--- src/hw/rtl/assert_macros.svh ---
// assertion helpers shared by the rtl
// all checks are sampled on the rising edge of clk
`ifndef ASSERT_MACROS_SVH
`define ASSERT_MACROS_SVH

// check that is ignored while rst is high
`define DRQ_ASSERT(lbl, prop, msg) \
  lbl: assert property (@(posedge clk) disable iff (rst) (prop)) else $error(msg);

// check that also holds during reset
`define DRQ_ASSERT_ALWAYS(lbl, prop, msg) \
  lbl: assert property (@(posedge clk) (prop)) else $error(msg);

`endif

--- src/hw/rtl/drq_pkg.sv ---
// ----------------------------------------------------------------------------
// drq_pkg
// Types and codes shared by the dedup request queue controller and datapath.
// ----------------------------------------------------------------------------
package drq_pkg;

  localparam int FLOOR_W = 8;
  localparam int OCC_W   = 5;

  typedef enum logic [1:0] {
    OP_ENQ  = 2'd0,
    OP_DEQ  = 2'd1,
    OP_PEEK = 2'd2
  } op_t;

  typedef enum logic [1:0] {
    ST_OK    = 2'd0,
    ST_DUP   = 2'd1,
    ST_FULL  = 2'd2,
    ST_EMPTY = 2'd3
  } status_t;

  typedef enum logic [2:0] {
    S_IDLE,
    S_SCAN,
    S_EXEC,
    S_HEAD,
    S_RESULT
  } state_t;

  typedef struct packed {
    logic load;
    logic scan;
    logic exec;
    logic head_rd;
    logic out_load;
  } ctrl_cmd_t;

  typedef struct packed {
    logic scan_done;
    logic out_free;
  } ctrl_sts_t;

endpackage

--- src/hw/rtl/drq_ctrl.sv ---
// ----------------------------------------------------------------------------
// drq_ctrl
// Sequencer for the dedup request queue: accept, scan, update, head read, result.
// ----------------------------------------------------------------------------
module drq_ctrl (
  input  logic               clk,
  input  logic               rst,
  input  logic               in_valid,
  input  logic [1:0]         op,
  input  drq_pkg::ctrl_sts_t sts,
  output logic               in_ready,
  output drq_pkg::ctrl_cmd_t cmd
);

  drq_pkg::state_t state;
  drq_pkg::state_t state_next;

  always_ff @(posedge clk) begin
    if (rst) begin
      state <= drq_pkg::S_IDLE;
    end else begin
      state <= state_next;
    end
  end

  always_comb begin
    state_next = state;
    unique case (state)
      drq_pkg::S_IDLE: begin
        if (in_valid) begin
          // only an enqueue needs the duplicate search
          if (drq_pkg::op_t'(op) == drq_pkg::OP_ENQ) begin
            state_next = drq_pkg::S_SCAN;
          end else begin
            state_next = drq_pkg::S_EXEC;
          end
        end
      end
      drq_pkg::S_SCAN: begin
        if (sts.scan_done) begin
          state_next = drq_pkg::S_EXEC;
        end
      end
      drq_pkg::S_EXEC: begin
        state_next = drq_pkg::S_HEAD;
      end
      drq_pkg::S_HEAD: begin
        state_next = drq_pkg::S_RESULT;
      end
      drq_pkg::S_RESULT: begin
        if (sts.out_free) begin
          state_next = drq_pkg::S_IDLE;
        end
      end
      default: begin
        state_next = drq_pkg::S_IDLE;
      end
    endcase
  end

  always_comb begin
    in_ready = 1'b0;
    cmd      = '0;
    unique case (state)
      drq_pkg::S_IDLE: begin
        in_ready = 1'b1;
        cmd.load = in_valid;
      end
      drq_pkg::S_SCAN: begin
        cmd.scan = 1'b1;
      end
      drq_pkg::S_EXEC: begin
        cmd.exec = 1'b1;
      end
      drq_pkg::S_HEAD: begin
        cmd.head_rd = 1'b1;
      end
      drq_pkg::S_RESULT: begin
        cmd.out_load = sts.out_free;
      end
      default: begin
        in_ready = 1'b0;
      end
    endcase
  end

endmodule

--- src/hw/rtl/drq_datapath.sv ---
// ----------------------------------------------------------------------------
// drq_datapath
// Ring store, head and fill pointers, serial duplicate compare, result register.
// ----------------------------------------------------------------------------
module drq_datapath #(
  parameter int QUEUE_DEPTH = 16,
  parameter int FLOOR_BITS  = 8
) (
  input  logic                         clk,
  input  logic                         rst,
  input  drq_pkg::ctrl_cmd_t           cmd,
  output drq_pkg::ctrl_sts_t           sts,
  input  logic [1:0]                   op,
  input  logic [drq_pkg::FLOOR_W-1:0]  floor_value,
  output logic                         out_valid,
  input  logic                         out_ready,
  output logic [1:0]                   status,
  output logic [drq_pkg::FLOOR_W-1:0]  head_floor,
  output logic                         head_valid,
  output logic [drq_pkg::OCC_W-1:0]    occupancy
);

  localparam int AW = $clog2(QUEUE_DEPTH);
  localparam int CW = $clog2(QUEUE_DEPTH + 1);
  localparam int VW = (FLOOR_BITS > drq_pkg::FLOOR_W) ? FLOOR_BITS : drq_pkg::FLOOR_W;
  localparam int OW = (CW > drq_pkg::OCC_W) ? CW : drq_pkg::OCC_W;

  logic [FLOOR_BITS-1:0] mem [QUEUE_DEPTH];
  logic [FLOOR_BITS-1:0] rd_data;
  logic [AW-1:0]         head;
  logic [CW-1:0]         count;
  logic [CW-1:0]         scan_idx;
  logic                  pend;
  logic                  dup;
  drq_pkg::op_t          op_q;
  logic [FLOOR_BITS-1:0] val_q;
  drq_pkg::status_t      st_q;
  drq_pkg::status_t      status_q;

  logic [VW-1:0]         in_ext;
  logic [VW-1:0]         head_ext;
  logic [OW-1:0]         occ_ext;
  logic                  issue;
  logic                  found;
  logic                  rd_en;
  logic [AW-1:0]         rd_addr;
  logic                  wr_en;
  logic [AW-1:0]         wr_addr;
  logic                  is_full;
  logic                  is_empty;

  // slot at a given distance behind the head, wrapping at the depth
  function automatic logic [AW-1:0] slot_of(input logic [AW-1:0] base,
                                            input logic [CW-1:0] off);
    logic [AW:0] sum;
    sum = (AW+1)'(base) + (AW+1)'(off);
    if (sum >= (AW+1)'(QUEUE_DEPTH)) begin
      sum = sum - (AW+1)'(QUEUE_DEPTH);
    end
    return sum[AW-1:0];
  endfunction

  assign in_ext   = VW'(floor_value);
  assign is_full  = (count == CW'(QUEUE_DEPTH));
  assign is_empty = (count == '0);

  assign issue   = cmd.scan && (scan_idx != count);
  assign found   = pend && (rd_data == val_q);
  assign rd_en   = issue || cmd.head_rd;
  assign rd_addr = cmd.scan ? slot_of(head, scan_idx) : head;
  assign wr_en   = cmd.exec && (op_q == drq_pkg::OP_ENQ) && !dup && !is_full;
  assign wr_addr = slot_of(head, count);

  assign sts.scan_done = found || (scan_idx == count);
  assign sts.out_free  = !out_valid || out_ready;

  always_ff @(posedge clk) begin
    if (wr_en) begin
      mem[wr_addr] <= val_q;
    end
    if (rd_en) begin
      rd_data <= mem[rd_addr];
    end
  end

  // request capture and status of the update step
  always_ff @(posedge clk) begin
    if (cmd.load) begin
      op_q  <= drq_pkg::op_t'(op);
      val_q <= in_ext[FLOOR_BITS-1:0];
    end
    if (cmd.exec) begin
      case (op_q)
        drq_pkg::OP_ENQ: begin
          if (dup) begin
            st_q <= drq_pkg::ST_DUP;
          end else if (is_full) begin
            st_q <= drq_pkg::ST_FULL;
          end else begin
            st_q <= drq_pkg::ST_OK;
          end
        end
        drq_pkg::OP_DEQ: begin
          st_q <= is_empty ? drq_pkg::ST_EMPTY : drq_pkg::ST_OK;
        end
        default: begin
          st_q <= drq_pkg::ST_OK;
        end
      endcase
    end
  end

  always_ff @(posedge clk) begin
    if (rst) begin
      head     <= '0;
      count    <= '0;
      scan_idx <= '0;
      pend     <= 1'b0;
      dup      <= 1'b0;
    end else begin
      if (cmd.load) begin
        scan_idx <= '0;
        pend     <= 1'b0;
        dup      <= 1'b0;
      end
      if (cmd.scan) begin
        // compare comes in the cycle after the read issue
        pend <= issue;
        if (issue) begin
          scan_idx <= scan_idx + 1'b1;
        end
        if (found) begin
          dup <= 1'b1;
        end
      end
      if (wr_en) begin
        count <= count + 1'b1;
      end
      if (cmd.exec && (op_q == drq_pkg::OP_DEQ) && !is_empty) begin
        head  <= (head == AW'(QUEUE_DEPTH - 1)) ? '0 : head + 1'b1;
        count <= count - 1'b1;
      end
    end
  end

  assign head_ext = VW'(rd_data);
  assign occ_ext  = OW'(count);

  always_ff @(posedge clk) begin
    if (rst) begin
      out_valid <= 1'b0;
    end else if (cmd.out_load) begin
      out_valid <= 1'b1;
    end else if (out_ready) begin
      out_valid <= 1'b0;
    end
  end

  always_ff @(posedge clk) begin
    if (cmd.out_load) begin
      status_q   <= st_q;
      head_floor <= is_empty ? '0 : head_ext[drq_pkg::FLOOR_W-1:0];
      head_valid <= !is_empty;
      occupancy  <= occ_ext[drq_pkg::OCC_W-1:0];
    end
  end

  assign status = status_q;

endmodule

--- src/hw/rtl/dedup_ring_request_queue_top.sv ---
// ----------------------------------------------------------------------------
// dedup_ring_request_queue_top
// Ring FIFO of floor requests that drops duplicates, with serial search.
// ----------------------------------------------------------------------------
// Input channel in_valid/in_ready carries one request: op (enqueue, dequeue,
// peek; code 3 acts as peek) and floor_value. Output channel out_valid/out_ready
// carries one result per request: status, head_floor, head_valid, occupancy.
// One request is in flight at a time. in_ready is high only while the
// sequencer is idle. An enqueue reads the occupied entries one per cycle
// through the single read port of the store, oldest first, and stops at the
// first match, so an early match ends the search sooner. Dequeue and peek
// skip the search. The result sits in an output register, so the next
// request can be taken while it waits; if the receiver stalls, the following
// request finishes and then holds until the register frees. Synchronous
// reset empties the queue (head and fill count to zero) and drops any pending
// result; the store itself is not cleared.
// ----------------------------------------------------------------------------
`include "assert_macros.svh"

module dedup_ring_request_queue_top #(
  parameter int QUEUE_DEPTH = 16,
  parameter int FLOOR_BITS  = 8
) (
  input  logic                         clk,
  input  logic                         rst,
  input  logic                         in_valid,
  output logic                         in_ready,
  input  logic [1:0]                   op,
  input  logic [drq_pkg::FLOOR_W-1:0]  floor_value,
  output logic                         out_valid,
  input  logic                         out_ready,
  output logic [1:0]                   status,
  output logic [drq_pkg::FLOOR_W-1:0]  head_floor,
  output logic                         head_valid,
  output logic [drq_pkg::OCC_W-1:0]    occupancy
);

  drq_pkg::ctrl_cmd_t cmd;
  drq_pkg::ctrl_sts_t sts;

  drq_ctrl u_ctrl (
    .clk      (clk),
    .rst      (rst),
    .in_valid (in_valid),
    .op       (op),
    .sts      (sts),
    .in_ready (in_ready),
    .cmd      (cmd)
  );

  drq_datapath #(
    .QUEUE_DEPTH (QUEUE_DEPTH),
    .FLOOR_BITS  (FLOOR_BITS)
  ) u_datapath (
    .clk         (clk),
    .rst         (rst),
    .cmd         (cmd),
    .sts         (sts),
    .op          (op),
    .floor_value (floor_value),
    .out_valid   (out_valid),
    .out_ready   (out_ready),
    .status      (status),
    .head_floor  (head_floor),
    .head_valid  (head_valid),
    .occupancy   (occupancy)
  );

  `DRQ_ASSERT(a_busy_after_accept, (in_valid && in_ready) |=> !in_ready, "request taken while busy")
  `DRQ_ASSERT(a_empty_head_zero, (out_valid && !head_valid) |-> (head_floor == '0), "empty queue shows a head")
  `DRQ_ASSERT(a_empty_reject, (out_valid && (status == drq_pkg::ST_EMPTY)) |-> !head_valid, "empty reject with entries")
  `DRQ_ASSERT(a_full_reject, (out_valid && (status == drq_pkg::ST_FULL)) |-> head_valid, "full reject with no entries")

endmodule

--- config.mk ---
export PLATFORM = sky130hd
export DESIGN_NAME = dedup_ring_request_queue_top
export DESIGN_NICKNAME = d
export VERILOG_FILES = /design/src/hw/rtl/drq_pkg.sv /design/src/hw/rtl/drq_ctrl.sv /design/src/hw/rtl/drq_datapath.sv /design/src/hw/rtl/dedup_ring_request_queue_top.sv
export VERILOG_INCLUDE_DIRS = /design/src /design/src/hw/rtl
export SDC_FILE = /design/constraint.sdc
export NUM_CORES = 1
export LEC_CHECK = 0
export ABC_AREA = 1
export ABC_CLOCK_PERIOD_IN_PS = 3100
export BUFFER_PORTS_ARGS = -buffer_cell sky130_fd_sc_hd__buf_2
export CORE_MARGIN = 5
export CORE_UTILIZATION = 35
export DETAILED_ROUTE_END_ITERATION = 10
export PLACE_DENSITY_LB_ADDON = 0.08
export RECOVER_POWER = 100
export SYNTH_ARGS = -nofsm -noshare
export SYNTH_HDL_FRONTEND = slang
export SYNTH_SLANG_ARGS = --single-unit
--- constraint.sdc ---
create_clock -name clk -period 3.1 [get_ports clk]
set_input_delay 0.155 -clock clk [delete_from_list [all_inputs] [get_ports clk]]
set_output_delay 0.155 -clock clk [all_outputs]
set_load 0.05 [all_outputs]
* Yosys cells after proc, flatten, opt, wreduce, memory -nomap -nowiden
Memory sizes are Yosys's and may differ from the RTL's. A register that Yosys moved wholly into a read port is not among the register bits. Cells that the tools add are included.
Cells by class: equality and inequality tests 13, add/subtract/negate cells 8, order comparisons 2, mux-type cells 33, reduce and logical (&&, ||, !) cells 22
Operator list (number):
- $mux W5 | 5
- $mux W4 | 4
- $mux W1 | 15
- $pmux W3 S5 | 1
- $add A4 B5 Y5 | 2
- $add A5 B1 Y5 const B | 2
- $ge A5 B5 Y1 const B | 2
- $mux W3 | 3
- $eq A8 B8 Y1 | 1
- $mux W2 | 4
- $sub A4 B1 Y4 const B | 2
- $logic_and A1 B1 Y1 | 7
- $eq A3 B2 Y1 const B | 2
- $reduce_bool A2 Y1 | 3
- $eq A5 B5 Y1 | 1
- $eq A5 B5 Y1 const B | 1
- $logic_not A5 Y1 | 1
- $ne A5 B5 Y1 | 1
- $sub A5 B1 Y5 const B | 1
- $add A4 B1 Y4 const B | 1
- $eq A4 B4 Y1 const B | 1
- $logic_not A1 Y1 | 4
- $logic_not A2 Y1 | 2
- $ne A2 B2 Y1 const B | 2
- other kinds (8) | 10
Word-level totals: register bits after elaboration 48, RAM bits 128, word-level logic and storage cells 93, memories 1, bits of input ports 14, output and inout bits 18
Memories:
- u_datapath.mem | words 16, bits a word 8, read ports 1, clocked after Yosys merged registers in 1, wr ports 1, line drq_datapath.sv:28 | logic [FLOOR_BITS-1:0] mem [QUEUE_DEPTH];

* Depth between registers and ports, before layout
depth in word-level cells 7, gate-level depth with buffers 16, depth with buffers taken out 16

* Hierarchy
From an unflattened synthesis, not the netlist that was laid out.
Second synthesis, totals: cell total of the unflattened synthesis 932, area total of the unflattened synthesis 8792.2 sq um
By module, submodules not included:
- drq_datapath | cells an instance 896, sequential area each 5265.0 sq um, area each 8560.7 sq um, times used 1
- drq_ctrl | cells an instance 36, sequential area each 60.1 sq um, area each 231.5 sq um, times used 1

* Worst setup path before layout
OpenSTA, ideal clock, no wires.
path type flip-flop to flip-flop, start point register u_ctrl.state[0], end point register u_datapath.scan_idx[2], cell stages (with the launch flop) 10, setup slack 0.669 ns, clock period less this slack 2.431 ns, buffers on the path 0, data required time 2.983 ns, data arrival time 2.314 ns, setup time 0.117 ns, path through dfxtp_1 nor2_1 inv_1 nor2_1 inv_1 nor2_1 inv_1 nand2_1 o21bai_1 a21oi_1
RTL lines:
- start: declaration | line drq_ctrl.sv:15 | drq_pkg::state_t state;
- start signal: assignment | line drq_ctrl.sv:20 | state <= drq_pkg::S_IDLE;
- start signal: assignment | line drq_ctrl.sv:22 | state <= state_next;
- end signal: assignment | line drq_datapath.sv:130 | scan_idx <= scan_idx + 1'b1;
- end: declaration | line drq_datapath.sv:32 | logic [CW-1:0] scan_idx;

* Worst setup path after layout
start point register u_datapath.count[2], end point memory u_datapath.mem[1][0] (enable)
Between the ends: longest elaborated chain between the ends 5, elaborated cells on any way between the ends 9, those cells by class add/sub (2); order compare (1); eq/ne (1); mux (3); reduce/logical (2)
RTL lines:
- start: declaration | line drq_datapath.sv:31 | logic [CW-1:0] count;
- start signal: assignment | line drq_datapath.sv:137 | count <= count + 1'b1;
- start signal: assignment | line drq_datapath.sv:141 | count <= count - 1'b1;
- parallel branches: the longest is 5 deep, another holds $add A4 B5 Y5
- end: declaration | line drq_datapath.sv:28
Parallel ways; which one is timed is not known.

==> summary.txt <==
Clock tree
  – Clk Latency, worst-skew pair: 0.43 ns
  – # H-tree levels: 4
  – Max clock buf depth: 2
  – TritonCTS clock tree: built
  – Root buf cell: clkbuf_16
  – # Post-CTS Setup Buffers: 0
  – CTS buffer count: 17
  – Clock transition at the registers of the reported paths: 0.07 ns
  – Clock sinks: 184

Timing
  – Final Hold Viols: 0
  – Fin crit share: 0.901
  – FMAX: 0.358 GHz
  – Final setup fails: 0
  – Setup TNS: 0 ns
  – Final worst setup slack: 0.307 ns
  – Hold slack: 0.118 ns
  – Max-slew headroom: 0.210
  – RSZ-0062 raised after global routing: no
  – Slew Viols, Final: 0
  – Fin crit period: 2.79 ns
  – Slew @ Worst Pin: 1.18 ns
  – Clk_skew: 0.00826 ns

Routing
  – Drt first pass iters: 4
  – Routed len/inst: 17.8 um
  – Via density per instance: 4.85
  – Antenna Violating Nets Remaining: 0
  – Vias: 5381
  – Residual DRC: 0
  – Total Wirelength: 19.8 mm
  – DRT iter0 DRCs: 526

Synth
  – Register bit total from synthesis: 184
  – Yosys cell types: 30
  – Syn_nets: 782
  – Ys Warns: 0
  – Sequential share of the synthesized area: 0.663
  – Mean Syn Cell Area: 10.6 um^2
  – Synthesized cell area: 8030 um^2
  – Post-Syn Instances: 757

Pwr
  – PD cells: 649 nW/um^2
  – Total power: 5.96 mW
  – Internal power: 4.33 mW
  – Sw frac: 0.274
  – NetSw: 1.63 mW
  – Reg power frac: 0.483
  – Comb pwr share: 0.145
  – Peak VDD IR: 0.416 mV
  – Clock power frac: 0.372
  – P_leak: 3.58 nW

Layout
  – Commonest cells after routing, fill and taps aside: 217 x nand2_1, 164 x edfxtp_1, 85 x inv_1
  – N_diodes: 0
  – Area grow syn2layout: 14.5%
  – Share of layout cells above drive strength 1: 0.0594
  – Commonest non-fill, non-tap cell in the layout: nand2_1
  – Final nets: 837

Global routing
  – Grt ovf: 0
  – Initial antenna violation count: 0
  – First-pass GRT wire length: 31.0 mm
  – Largest net degree at the start of global routing: 89
  – GRT Util Overall: 0.155
  – Vias in the first global route: 5240

Floorplanning
  – Initial Util: 0.355
  – Die height: 161 um
  – Die W: 161 um
  – Die area: 26100 um^2
  – Rows: 55
  – I/O pin total: 32
  – Core area: 22600 um^2

Worst setup path
  – WP data arrival: 2.85 ns
  – Max Fanout on Critical Path: 10
  – Setup crit start kind: flop
  – Worst Setup Path Type: reg -> reg
  – Crit. End Element: flop
  – Req. time, crit path: 3.16 ns

Placement
  – RePlAce Congestion: 0.795
  – Dpl ws: 0.353 ns
  – Post-DP HPWL: 13.3 mm
  – PortBufs: 31

Outcome
  – Outcome: finished, final reports clean

Hold path
  – Hold Path Class: in -> reg

Run
  – Max-Cap Viols: 0
## repair_timing
| action | in CTS | in global routing |
|---|---|---|
| hold buffers | 12 | 0 |
| hold endpoints to repair | 15 | 0 |
| resized for setup | 0 | 0 |
## power by group through the flow
stage          clock, mW  combinational, mW  sequential, mW
2_1_floorplan          0              0.565            2.94
3_3_place_gp           0              0.883            2.93
3_5_place_dp           0              0.880            2.93
4_1_cts             2.26              0.894            2.88
5_1_grt             2.37              0.976            2.89
6_report            2.22              0.862            2.88
## routing by layer
metal	vias up	routed length, um	part of all wire	GRT usage
li1	2642	-	-	-
met1	2593	10100	0.51	0.236
met2	124	8510	0.43	0.227
met3	22	872	0.044	0.0291
met4	0	342	0.017	0.0423
met5	-	0	0	0
## stage by stage
stage	cells	instance area (um^2)	util
finish	1110	9190	0.406
CTS	1110	9280	0.410
global route	1110	9190	0.406
global placement	1066	8560	0.378
floorplan	757	8030	-
detailed placement	1066	8560	0.378
## cells in the mapped netlist
library cell | number | share of area
o21ai_2 | 3 | 0.0033
o21ai_4 | 1 | 0.0020
o21ai_0 | 33 | 0.021
nand3_4 | 1 | 0.0022
ha_1 | 9 | 0.014
clkbuf_1 | 9 | 0.0042
inv_1 | 85 | 0.040
xnor2_1 | 9 | 0.0098
o211ai_1 | 25 | 0.023
buf_4 | 1 | 0.00094
o21ai_1 | 8 | 0.0050
inv_2 | 2 | 0.00094
o21bai_1 | 1 | 0.00094
o31ai_1 | 1 | 0.00094
xor2_1 | 10 | 0.011
nor2_1 | 63 | 0.029
o22ai_1 | 3 | 0.0023
fa_1 | 2 | 0.0050
nor3_1 | 6 | 0.0037
nand3b_1 | 2 | 0.0019
buf_6 | 2 | 0.0028
dfxtp_1 | 20 | 0.050
nand2_2 | 1 | 0.00078
edfxtp_1 | 164 | 0.61
buf_2 | 14 | 0.0087
a21oi_1 | 15 | 0.0094
nand4_1 | 4 | 0.0031
nor2_2 | 1 | 0.00078
nand3_1 | 46 | 0.029
nand2_1 | 216 | 0.10
## worst max-delay path: stages (launching register included)
cell,delay [ns]
dfxtp_1,0.57
ha_1,0.35
a21oi_1,0.16
nand2_1,0.08
xor2_1,0.33
nand2_1,0.26
nor2_1,0.68
## sequential cells by signal (all words and copies together) (netlist names), 2 cells and up
name	cells
u_datapath.count	5
u_datapath.head_floor	8
u_datapath.status	2
u_datapath.head_ext	8
u_datapath.val_q	8
u_datapath.scan_idx	5
u_datapath.occupancy	5
u_datapath.op_q	2
u_datapath.st_q	2
u_datapath.mem	128
u_datapath.head	4
u_ctrl.state	3
## cell families (layout without fill, tap and decap cells)
group,after synthesis,count (layout),share of synthesized area
adders and majority gates,11,11,0.0190
AOI/OAI and AO/OA,90,90,0.0678
xor gates and xnor gates,19,19,0.0207
and+or+nand+nor,340,340,0.172
buffers and inverters,113,181,0.0574
DFF,184,184,0.663
## final cells by class
type                    count  area (um^2)
flip-flops and latches    184         5330
inverters                  87          327
clock inverters            14          173
well taps                 285          357
repair buffers             62          344
fillers                  2169        13500
clock buffers              18          429
multi-input cells         460         2230
## path summary, 6_finish.rpt
| kind | from | end | cells past startpoint | slack (ns) |
|---|---|---|---|---|
| hold reg to reg | u_datapath.st_q[1] | u_datapath.status[1] | 0 | 0.42 |
| setup reg to reg | u_datapath.count[2] | u_datapath.mem[1][0] | 6 | 0.31 |
| hold / removal | in_valid | u_ctrl.state[1] | 5 | 0.12 |
| setup / recovery | u_datapath.count[2] | u_datapath.mem[1][0] | 6 | 0.31 |
Power figures use the tool's default switching activity.
